`src/rtl/core/assert_macros.svh`:
```
// Assertion macros shared by the text layout RTL.
// Simulation builds get the checks; synthesis builds see empty bodies.
`ifndef ASSERT_MACROS_SVH
`define ASSERT_MACROS_SVH
`ifndef SYNTHESIS
`define ASSERT_ALWAYS(name, clk, rst, expr, msg) \
  name: assert property (@(posedge clk) disable iff (rst) (expr)) else $error(msg);
`define ASSERT_IMPL(name, clk, rst, ante, cons, msg) \
  name: assert property (@(posedge clk) disable iff (rst) (ante) |-> (cons)) else $error(msg);
`define ASSERT_NEXT(name, clk, rst, ante, cons, msg) \
  name: assert property (@(posedge clk) disable iff (rst) (ante) |=> (cons)) else $error(msg);
`else
`define ASSERT_ALWAYS(name, clk, rst, expr, msg)
`define ASSERT_IMPL(name, clk, rst, ante, cons, msg)
`define ASSERT_NEXT(name, clk, rst, ante, cons, msg)
`endif
`endif

```
`src/rtl/core/utl_pkg.sv`:
```
// Types, constants and the glyph placement function for the text layout core.
// No dependencies.
`default_nettype none
package utl_pkg;

  localparam logic [20:0] REPLACEMENT = 21'h00FFFD;
  localparam logic [20:0] CP_NEWLINE  = 21'h00000A;
  localparam logic [20:0] CP_ASCII_END = 21'h000080;
  localparam logic [15:0] LINE_MAX    = 16'hFFFF;

  localparam int CFG_IDX_W = 3;
  localparam logic [CFG_IDX_W-1:0] CFG_ORIGIN_X   = 3'd0;
  localparam logic [CFG_IDX_W-1:0] CFG_ORIGIN_Y   = 3'd1;
  localparam logic [CFG_IDX_W-1:0] CFG_MAX_WIDTH  = 3'd2;
  localparam logic [CFG_IDX_W-1:0] CFG_MAX_LINES  = 3'd3;
  localparam logic [CFG_IDX_W-1:0] CFG_LINE_STEP  = 3'd4;
  localparam logic [CFG_IDX_W-1:0] CFG_SKIP_LINES = 3'd5;

  localparam logic [9:0]  RST_MAX_WIDTH = 10'd240;
  localparam logic [7:0]  RST_MAX_LINES = 8'd1;
  localparam logic [5:0]  RST_LINE_STEP = 6'd12;

  typedef struct packed {
    logic [9:0]  origin_x;
    logic [9:0]  origin_y;
    logic [9:0]  max_width;
    logic [7:0]  max_lines;
    logic [5:0]  line_step;
    logic [15:0] skip_lines;
  } cfg_t;

  typedef struct packed {
    logic        glyph_valid;
    logic [20:0] code_point;
    logic        is_wide;
    logic        visible;
    logic [10:0] pixel_x;
    logic [14:0] pixel_y;
    logic        last;
    logic [15:0] total_lines;
  } result_t;

  typedef struct packed {
    logic        emit;
    result_t     res;
    logic [10:0] cursor;
    logic [15:0] line;
  } place_t;

  function automatic logic [15:0] line_inc(input logic [15:0] line);
    return (line == LINE_MAX) ? line : line + 16'd1;
  endfunction

  // One code point onto the wrapped grid. Newline emits nothing; it resets the cursor and advances the line.
  function automatic place_t place_cp(input logic [20:0] cp, input logic [10:0] cursor,
                                      input logic [15:0] line, input cfg_t cfg,
                                      input logic [5:0] narrow_w, input logic [5:0] wide_w);
    logic        narrow;
    logic [5:0]  w;
    logic [11:0] span;
    logic [10:0] cur;
    logic [15:0] ln;
    logic [15:0] rel;
    logic        shown;
    logic [13:0] prod;
    place_t      p;
    p      = '0;
    narrow = cp < CP_ASCII_END;
    w      = narrow ? narrow_w : wide_w;
    if (cp == CP_NEWLINE) begin
      p.cursor = '0;
      p.line   = line_inc(line);
    end else begin
      span = {1'b0, cursor} + {6'b0, w};
      if (span > {2'b0, cfg.max_width}) begin
        cur = '0;
        ln  = line_inc(line);
      end else begin
        cur = cursor;
        ln  = line;
      end
      rel   = ln - cfg.skip_lines;
      shown = (ln >= cfg.skip_lines) && (rel < {8'b0, cfg.max_lines});
      prod  = rel[7:0] * cfg.line_step;
      p.emit             = 1'b1;
      p.res.glyph_valid  = 1'b1;
      p.res.code_point   = cp;
      p.res.is_wide      = !narrow;
      p.res.visible      = shown;
      p.res.pixel_x      = {1'b0, cfg.origin_x} + cur;
      p.res.pixel_y      = shown ? ({5'b0, cfg.origin_y} + {1'b0, prod}) : 15'd0;
      p.cursor           = cur + {5'b0, w};
      p.line             = ln;
    end
    return p;
  endfunction

endpackage
`default_nettype wire

```
`src/rtl/core/utl_out_fifo.sv`:
```
// Three-entry result queue; takes up to two items per cycle while room is set.
// Depends on utl_pkg and assert_macros.svh.
`default_nettype none
`include "assert_macros.svh"
module utl_out_fifo (
  input  wire logic             clk,
  input  wire logic             rst,
  input  wire logic [1:0]       push_n,
  input  utl_pkg::result_t      push_data0,
  input  utl_pkg::result_t      push_data1,
  output logic                  room,
  output logic                  out_valid,
  input  wire logic             out_ready,
  output utl_pkg::result_t      out_data
);
  import utl_pkg::*;

  result_t    mem [3];
  logic [1:0] wp;
  logic [1:0] rp;
  logic [1:0] count;
  logic [1:0] wp1;
  logic [1:0] wp2;
  logic       pop;

  function automatic logic [1:0] inc3(input logic [1:0] v);
    return (v == 2'd2) ? 2'd0 : v + 2'd1;
  endfunction

  assign wp1       = inc3(wp);
  assign wp2       = inc3(wp1);
  assign room      = count <= 2'd1;
  assign out_valid = count != 2'd0;
  assign out_data  = mem[rp];
  assign pop       = out_valid && out_ready;

  always_ff @(posedge clk) begin
    if (rst) begin
      wp    <= '0;
      rp    <= '0;
      count <= '0;
    end else begin
      case (push_n)
        2'd1:    wp <= wp1;
        2'd2:    wp <= wp2;
        default: wp <= wp;
      endcase
      if (pop) begin
        rp <= inc3(rp);
      end
      count <= count + push_n - {1'b0, pop};
    end
  end

  always_ff @(posedge clk) begin
    if (push_n != 2'd0) begin
      mem[wp] <= push_data0;
    end
    if (push_n == 2'd2) begin
      mem[wp1] <= push_data1;
    end
  end

  `ASSERT_IMPL(a_no_overfill, clk, rst, push_n != 2'd0, count <= 2'd1, "push into full queue")
  `ASSERT_ALWAYS(a_push_n_max, clk, rst, push_n != 2'd3, "more than two items pushed")
  `ASSERT_NEXT(a_stall_hold, clk, rst, out_valid && !out_ready && push_n == 2'd0, count == $past(count), "queue level moved while stalled")

endmodule
`default_nettype wire

```
`src/rtl/core/utf8_text_wrap_layout_core.sv`:
```
// UTF-8 decoder with fixed-pitch line wrap. One input byte per item.
// Each result goes into the registered result queue when its byte is accepted.
// Throughput: one byte per cycle while the result queue has room; a byte that yields two items
// can drop s_tready while the three-entry result queue drains.
// Reset: config returns to its defaults, decoder, cursor and line state clear,
// result queue empties.
// Depends on utl_pkg, utl_out_fifo, assert_macros.svh.
`default_nettype none
`include "assert_macros.svh"
module utf8_text_wrap_layout_core #(
  parameter int NARROW_WIDTH = 6,
  parameter int WIDE_WIDTH   = 12
) (
  input  wire logic                          clk,
  input  wire logic                          rst,
  input  wire logic                          s_tvalid,
  output logic                               s_tready,
  input  wire logic [7:0]                    s_tdata,   // [7:0] text_byte
  output logic                               m_tvalid,
  input  wire logic                          m_tready,
  // [20:0] code_point, [21] is_wide, [22] visible, [33:23] pixel_x,
  // [48:34] pixel_y, [64:49] total_lines, [71:65] zero
  output logic [71:0]                        m_tdata,
  output logic                               m_tuser,   // [0] glyph_valid
  output logic                               m_tlast,
  input  wire logic                          cfg_valid,
  output logic                               cfg_ready,
  input  wire logic [utl_pkg::CFG_IDX_W-1:0] cfg_index,
  input  wire logic [15:0]                   cfg_data
);
  import utl_pkg::*;

  localparam logic [5:0] NW = 6'(NARROW_WIDTH);
  localparam logic [5:0] WW = 6'(WIDE_WIDTH);

  cfg_t        cfg;
  logic [1:0]  bytes_pending;
  logic [20:0] partial_code;
  logic [10:0] cursor_offset;
  logic [15:0] line_index;

  logic [1:0]  bytes_pending_next;
  logic [20:0] partial_code_next;
  logic [10:0] cursor_offset_next;
  logic [15:0] line_index_next;

  logic        s_accept;
  logic        pend;
  logic        cont;
  logic [20:0] partial_shift;
  place_t      pa;
  place_t      pr;
  place_t      pb;
  place_t      pf;
  logic [10:0] cur1;
  logic [15:0] line1;
  logic        a_v;
  logic        b_v;
  result_t     a_res;
  result_t     b_res;
  result_t     sum_res;
  result_t     d0;
  result_t     d1;
  logic [1:0]  push_n;
  logic        room;
  result_t     out_res;

  assign cfg_ready = 1'b1;
  assign s_tready  = room;
  assign s_accept  = s_tvalid && s_tready;

  always_ff @(posedge clk) begin
    if (rst) begin
      cfg.origin_x   <= '0;
      cfg.origin_y   <= '0;
      cfg.max_width  <= RST_MAX_WIDTH;
      cfg.max_lines  <= RST_MAX_LINES;
      cfg.line_step  <= RST_LINE_STEP;
      cfg.skip_lines <= '0;
    end else if (cfg_valid && cfg_ready) begin
      case (cfg_index)
        CFG_ORIGIN_X:   cfg.origin_x   <= cfg_data[9:0];
        CFG_ORIGIN_Y:   cfg.origin_y   <= cfg_data[9:0];
        CFG_MAX_WIDTH:  cfg.max_width  <= cfg_data[9:0];
        CFG_MAX_LINES:  cfg.max_lines  <= cfg_data[7:0];
        CFG_LINE_STEP:  cfg.line_step  <= cfg_data[5:0];
        CFG_SKIP_LINES: cfg.skip_lines <= cfg_data;
        default: ;
      endcase
    end
  end

  assign pend          = bytes_pending != 2'd0;
  assign cont          = s_tdata[7:6] == 2'b10;
  assign partial_shift = {partial_code[14:0], s_tdata[5:0]};

  // first placement: finished sequence or replacement for a broken one
  assign pa    = place_cp(partial_shift, cursor_offset, line_index, cfg, NW, WW);
  assign pr    = place_cp(REPLACEMENT, cursor_offset, line_index, cfg, NW, WW);
  assign cur1  = pend ? pr.cursor : cursor_offset;
  assign line1 = pend ? pr.line : line_index;
  // second placement: the byte taken as a lead
  assign pb    = place_cp({13'b0, s_tdata}, cur1, line1, cfg, NW, WW);
  assign pf    = place_cp(REPLACEMENT, cur1, line1, cfg, NW, WW);

  always_comb begin
    sum_res             = '0;
    sum_res.last        = 1'b1;
    sum_res.total_lines = (line1 == LINE_MAX) ? LINE_MAX : line1 + 16'd1;
  end

  always_comb begin
    bytes_pending_next = bytes_pending;
    partial_code_next  = partial_code;
    cursor_offset_next = cursor_offset;
    line_index_next    = line_index;
    a_v   = 1'b0;
    a_res = pr.res;
    b_v   = 1'b0;
    b_res = pb.res;
    if (pend && cont) begin
      partial_code_next  = partial_shift;
      bytes_pending_next = bytes_pending - 2'd1;
      if (bytes_pending == 2'd1) begin
        partial_code_next  = '0;
        a_v                = pa.emit;
        a_res              = pa.res;
        cursor_offset_next = pa.cursor;
        line_index_next    = pa.line;
      end
    end else begin
      a_v                = pend;
      bytes_pending_next = '0;
      partial_code_next  = '0;
      cursor_offset_next = cur1;
      line_index_next    = line1;
      if (s_tdata == 8'd0) begin
        b_v                = 1'b1;
        b_res              = sum_res;
        cursor_offset_next = '0;
        line_index_next    = '0;
      end else if (!s_tdata[7]) begin
        b_v                = pb.emit;
        cursor_offset_next = pb.cursor;
        line_index_next    = pb.line;
      end else if (s_tdata[7:5] == 3'b110) begin
        partial_code_next  = {16'b0, s_tdata[4:0]};
        bytes_pending_next = 2'd1;
      end else if (s_tdata[7:4] == 4'b1110) begin
        partial_code_next  = {17'b0, s_tdata[3:0]};
        bytes_pending_next = 2'd2;
      end else if (s_tdata[7:3] == 5'b11110) begin
        partial_code_next  = {18'b0, s_tdata[2:0]};
        bytes_pending_next = 2'd3;
      end else begin
        b_v                = 1'b1;
        b_res              = pf.res;
        cursor_offset_next = pf.cursor;
        line_index_next    = pf.line;
      end
    end
  end

  always_comb begin
    d0 = a_v ? a_res : b_res;
    d1 = b_res;
    if (!s_accept) begin
      push_n = 2'd0;
    end else begin
      push_n = {1'b0, a_v} + {1'b0, b_v};
    end
  end

  always_ff @(posedge clk) begin
    if (rst) begin
      bytes_pending <= '0;
      partial_code  <= '0;
      cursor_offset <= '0;
      line_index    <= '0;
    end else if (s_accept) begin
      bytes_pending <= bytes_pending_next;
      partial_code  <= partial_code_next;
      cursor_offset <= cursor_offset_next;
      line_index    <= line_index_next;
    end
  end

  utl_out_fifo u_out_fifo (
    .clk        (clk),
    .rst        (rst),
    .push_n     (push_n),
    .push_data0 (d0),
    .push_data1 (d1),
    .room       (room),
    .out_valid  (m_tvalid),
    .out_ready  (m_tready),
    .out_data   (out_res)
  );

  assign m_tdata = {7'b0, out_res.total_lines, out_res.pixel_y, out_res.pixel_x,
                    out_res.visible, out_res.is_wide, out_res.code_point};
  assign m_tuser = out_res.glyph_valid;
  assign m_tlast = out_res.last;

  `ASSERT_ALWAYS(a_partial_idle, clk, rst, bytes_pending != 2'd0 || partial_code == 21'd0, "partial code left without pending bytes")
  `ASSERT_NEXT(a_nul_clears, clk, rst, s_accept && s_tdata == 8'd0, line_index == 16'd0 && cursor_offset == 11'd0 && bytes_pending == 2'd0, "string state not cleared after NUL")
  `ASSERT_NEXT(a_nul_summary, clk, rst, s_accept && s_tdata == 8'd0 && !m_tvalid, m_tvalid && (m_tlast || m_tuser), "NUL gave no item")

endmodule
`default_nettype wire
```
`config.mk`:
```
export PLATFORM = sky130hd
export DESIGN_NAME = utf8_text_wrap_layout_core
export DESIGN_NICKNAME = d
export VERILOG_FILES = /design/src/rtl/core/utl_pkg.sv /design/src/rtl/core/utl_out_fifo.sv /design/src/rtl/core/utf8_text_wrap_layout_core.sv
export VERILOG_INCLUDE_DIRS = /design/src /design/src/rtl/core
export SDC_FILE = /design/constraint.sdc
export NUM_CORES = 1
export LEC_CHECK = 0
export ABC_AREA = 1
export BUFFER_PORTS_ARGS = -buffer_cell sky130_fd_sc_hd__buf_2
export CAP_MARGIN = 0
export CORE_MARGIN = 1
export CORE_UTILIZATION = 50
export DETAILED_ROUTE_END_ITERATION = 16
export PLACE_DENSITY = 0.69
export SYNTH_ARGS = -nofsm -noshare
export SYNTH_HDL_FRONTEND = slang
export SYNTH_SLANG_ARGS = --single-unit
```
`constraint.sdc`:
```
create_clock -name clk -period 11.1 [get_ports clk]
set_input_delay 2.22 -clock clk [delete_from_list [all_inputs] [get_ports clk]]
set_output_delay 2.22 -clock clk [all_outputs]
set_load 0.02 [all_outputs]
```
Word-level counts from Yosys, hierarchy flattened
Memories as Yosys holds them, arrays and structs flattened. A register that Yosys moved wholly into a read port is not among the register bits. Cells that the tools add are included.

Add/subtract/negate cells: 29. Multiply operators: 4. $lt $le $gt $ge: 15. Equal/unequal tests: 20. Multiplexer cells: 82. Reduce and logical (&&, ||, !) cells: 22.

Operators with widths (count): 2-to-1 mux 67 bit (9); 2-to-1 mux 16 bit (17); 2-to-1 mux 11 bit (14); 2-to-1 mux 51 bit (2); 2-to-1 mux 15 bit (6); >= comparator 16 bit (4); less-than comparator 16 x 8 -> 1 bit (4); subtractor 16 bit (4); adder 10 x 14 -> 15 bit (4); multiplier 8 x 6 -> 14 bit (4); 2-to-1 mux 27 bit (2); greater-than comparator 12 x 10 -> 1 bit (4); adder 10 x 11 -> 11 bit (4); adder 16 x 1 -> 16 bit, second input constant (2); equality test 16 bit, second input constant (2); adder 11 x 4 -> 12 bit (2); adder 11 x 4 -> 12 bit, second input constant (2); 2-to-1 mux 2 bit (12); adder 11 x 4 -> 11 bit (2); adder 11 x 4 -> 11 bit, second input constant (2); equality test 21 x 4 -> 1 bit, second input constant (1); less-than comparator 21 x 8 -> 1 bit, second input constant (1); 2-to-1 mux 5 bit (3); AND reduction 2 bit (7); other kinds (25) (58).

Flip-flop bits (word level): 110. Bits in writable memories: 201. Input bits: 32. Output and inout bits: 77. Logic and storage cells: 186. Memories: 1.

Memory list: u_out_fifo.mem (depth 3, bits a word 67, rd ports 1, clocked after Yosys merged registers in 1, wr ports 2, RTL line utl_out_fifo.sv:18) `result_t mem [3];`.

Depth between registers and ports, before layout
Depth after elaboration: 22. Mapped depth: 79. Depth with buffers taken out: 76.

Cells and area by module
A second synthesis with hierarchy kept.

Cell total of the unflattened synthesis: 4797. Area total of the unflattened synthesis: 33787.4 µm².

Modules (own cells, without submodules): utf8_text_wrap_layout_core (times used 1, cells each 3719, area each 23670.2 µm², sequential area each 2082.0 µm²); utl_out_fifo (times used 1, cells each 1078, area each 10117.2 µm², sequential area each 6195.9 µm²).

Worst setup path after synthesis
No wires, ideal clock.

Path type: flip-flop to flip-flop. Start: register cursor_offset[2]. End: memory u_out_fifo.mem[2][30] (netlist name) (data pin). Arrival time: 10.697 ns. Required time: 10.969 ns. Slack: 0.272 ns. Stages on the path, launching flop included: 70. Path buffers: 2. Cell sequence: dfxtp_1 -> inv_1 -> ha_1 -> nor2_4 -> nand3_1 -> xor2_1 -> inv_1 -> ha_1 -> nand2_1 -> nor3_4 -> nand4_2 -> nand2_2 -> buf_4 -> clkinv_1 -> nor2_1 -> inv_1 -> ha_1 -> nor2_1 -> (+34 left out) -> nand2_1 -> o21ai_0 -> a21oi_1 -> nor2_1 -> nor2_1 -> inv_1 -> a21oi_1 -> inv_1 -> a21oi_1 -> o21ai_0 -> a21oi_1 -> o21ai_0 -> o21a_1 -> o21ai_0 -> nand2_1 -> nand2_1 -> nand2_1 -> nand2_1.

RTL lines: start, declared (RTL line utf8_text_wrap_layout_core.sv:39) `logic [10:0] cursor_offset;`; start signal, assigned (RTL line utf8_text_wrap_layout_core.sv:183) `cursor_offset <= cursor_offset_next;`; end, declared (RTL line utl_out_fifo.sv:18).

==> run summary <==
Detailed placement ended at an HPWL of 83030 µm. The fmax is 0.09436 GHz, and the first-pass GRT wire length is 167700 µm. The number of enable flip-flop cells after synthesis is 186, and the total DRC errors in the routed layout is 0. Along the worst path, the maximum fanout reaches 10. The multi-input combinational cells in the finished layout cover a total of 21880 µm². Once placement completed, the tool counted placed cells totaling 5474. The gate count after technology mapping was 4540. For this run, the register share of the synthesized area comes to 24.93%. The critical path contains buffers and inverters numbering 19 combined.

For the final number of max-transition violations, the log shows 0. Type of the worst setup path: flip-flop to flip-flop. The most numerous cell type found on the critical path is inv_1. The tools report the count of boundary I/O pins as 109.

The fraction of final layout cells sized beyond drive strength 1 came out at 12.27%. The floorplan step defined a die boundary enclosing 66240 µm². The mean cell area of the mapped netlist is 7.182 µm², and the pin count of the biggest net entering global routing is 100. Category of cells accounting for the largest share of critical-path delay: adder cells. For the pin with the worst max-slew slack, the measured transition is 1.259 ns. The worst path setup slack after routing came out at 0.5025 ns.

The data required time at the worst endpoint is 11.42 ns. At the later pin of the worst-skew pair, clock insertion delay measures 0.59 ns. The tools report the via count of the first global-routing pass as 29370. Across the whole layout, storage elements account for 8135 µm².

The logs give 0 for the count of endpoints failing hold in the final timing report and 2 for the number of H-tree branching levels. The maximum root-to-sink buffer count was 3. The number of sinks handled by clock tree synthesis is 313. Data arrives at the worst endpoint at 10.92 ns.

The net count of the finished layout is 5186. The synthesized design contains 313 register bits. The die height was 257.4 µm. The highest-delay cell along the critical path was fa_1. The worst pin sits at a relative slew slack of 15.99%.

The tools report the maximum clock skew at final layout as 0.04107 ns. The run gives 32610 µm² as the cell area after synthesis. The first detailed-routing pass took 6 iterations. Clock-pin slew was measured on the worst setup and hold paths at 0.06 ns.

The finished layout holds 5573 standard cells, fillers aside. Setup violations remaining at the end of the flow were counted as 0. From left edge to right edge, the die measures 257.4 µm. The flow ran to the end, and the final reports show no timing, DRC or antenna violations.

The yosys synthesis warning count is 0, and the clock period minus final worst setup slack is 10.60 ns. The most frequent cell after synthesis was nand2_1. STA classifies the critical path startpoint as a flip-flop. TritonCTS built the clock tree.

The tools report the number of CTS-inserted buffers as 38. In this design, the stage delay of the slowest critical-path cell is 0.53 ns. After detailed routing, the average wire length per cell comes to 19.92 µm.

The count of buffers added on input and output ports is 100. The synthesized design devotes to its leading area cell type 17.13% of total area. The tools report the filler cell count as 6061. After synthesis, the most frequently instantiated cells are nand2_1, inv_1, nor2_1. edfxtp_1 takes more of the synthesized area than any other cell. For this run, the share of the core covered by cells in the final layout is 56.98%.

The number of maximum-capacitance violations is 0. Initial core utilization: 50.58%. After synthesis, the netlist uses 67 different library cells. The core region is 64460 µm². STA classifies the critical path endpoint as a flip-flop. Commonest register cell after synthesis: edfxtp_1.

In the finished design, the share of the clock period the worst path needs comes to 95.47%. CTS placed an instance of clkbuf_16 at the clock tree root. The share of flip-flops with an asynchronous set or reset after synthesis came out at 0%. The routed design has 111000 µm of wire.

DRC marker count from the first detailed-route iteration: 3449. For the total number of placement rows, the log shows 93. The routed layout has 32030 vias.

Summed over all layers, the global routing overflow is 0. For the number of antenna violations at the first check in global routing, the log shows 3. By area the synthesized netlist is led by edfxtp_1, ha_1, nand2_1.

In the global route stage, overall resource usage came out at 32.51%. OpenSTA, run right after detailed placement, puts the worst setup slack at -0.09287 ns. The path type of the worst min-delay path was flip-flop to flip-flop. The placer congestion estimate came out at 0.9667. Using the TritonRoute via totals, the vias-per-cell ratio works out to 5.748. The count of nets left with antenna violations once routing finished came out at 0. Compared with the post-synthesis result, the final layout area differs by 12.64%.
## tightest hold or removal path, cell delays in order, from the launching register on
cell and delay (ns):
dfxtp_1 0.33, nand2_1 0.05, o21ai_0 0.06
## stage by stage
step	instance area [µm²]	TNS [ns]	hold slack, ns
after floorplan	32630	0	0.4288
after global placement	34580	0	0.4389
after detailed placement	34580	-0.2238	0.4524
after CTS	35820	0	0.4674
after global routing	36730	-1.293	0.4844
final	36730	0	0.4743
## repair_timing
item | in CTS | in global routing
gates resized for setup | 4 | 166
setup buffers | 0 | 27
pin swaps | 1 | 95
hold buffers | 0 | 0
gates cloned | 0 | 1
endpoints found under the setup margin | 6 | 27
## state kept, by name, summed over array words and instances (netlist names), named ones only
register / flops
cursor_offset: 11
u_out_fifo.wp: 2
partial_code: 15
bytes_pending: 2
u_out_fifo.count: 2
u_out_fifo.rp: 2
cfg: 60
line_index: 16
u_out_fifo.mem: 201
## per-layer routing
| metal | track usage (%) | wire (µm) |
|---|---|---|
| met1 | 45.85 | 48080 |
| met4 | 11.13 | 3892 |
| met3 | 5.437 | 10360 |
| met2 | 50.20 | 48630 |
| met5 | 0 | 26 |
## placed cells by master, fill, tap and decap left out, drive strengths merged, types with 3 or more instances in the layout
cell type / count
o311ai: 3
o21ai: 363
buf: 268
or2: 22
inv: 688
o211ai: 24
o2111ai: 8
conb: 8
clkbuf: 55
xor2: 99
o31ai: 8
o221ai: 10
nor3: 32
o22ai: 84
and2: 6
o21bai: 20
dfxtp: 127
a21o: 15
a31oi: 19
fa: 136
o41ai: 3
nand3b: 12
clkinv: 21
edfxtp: 186
xnor2: 32
nor3b: 5
a21oi: 394
nand4: 49
o21a: 32
nand2: 932
ha: 331
nor2: 533
nor4: 17
nand3: 141
a211oi: 17
## area by class of cell
class	count	area share, %
multi-input cells	3370	59.58
flip-flops and latches	313	22.15
inverters	696	7.133
repair buffers	268	4.881
clock buffers	55	2.933
well taps	855	2.913
clock inverters	15	0.4054
diodes	1	0.006813
## cells by family after synthesis
logic type               synth area share [%]
flip-flops                              24.93
buffers and inverters                   10.30
other                                 0.02303
adder cells (fa/ha/maj)                 21.05
AO/OA/AOI/OAI                           17.41
AND/OR/NAND/NOR                         22.73
XOR/XNOR                                3.565
## worst paths after layout
| check | startpoint | slack, ns | cells past startpoint | end |
|---|---|---|---|---|
| hold / removal | u_out_fifo.mem[0][62] | 0.47 | 2 | u_out_fifo.mem[0][62] |
| hold reg to reg | u_out_fifo.mem[0][62] | 0.47 | 2 | u_out_fifo.mem[0][62] |
| setup reg to reg | cursor_offset[3] | 0.50 | 73 | u_out_fifo.mem[2][31] |
| setup / recovery | cursor_offset[3] | 0.50 | 73 | u_out_fifo.mem[2][31] |
Power is not shown: default switching activity piles up to over one toggle a cycle in this logic, so the estimate is an artifact.
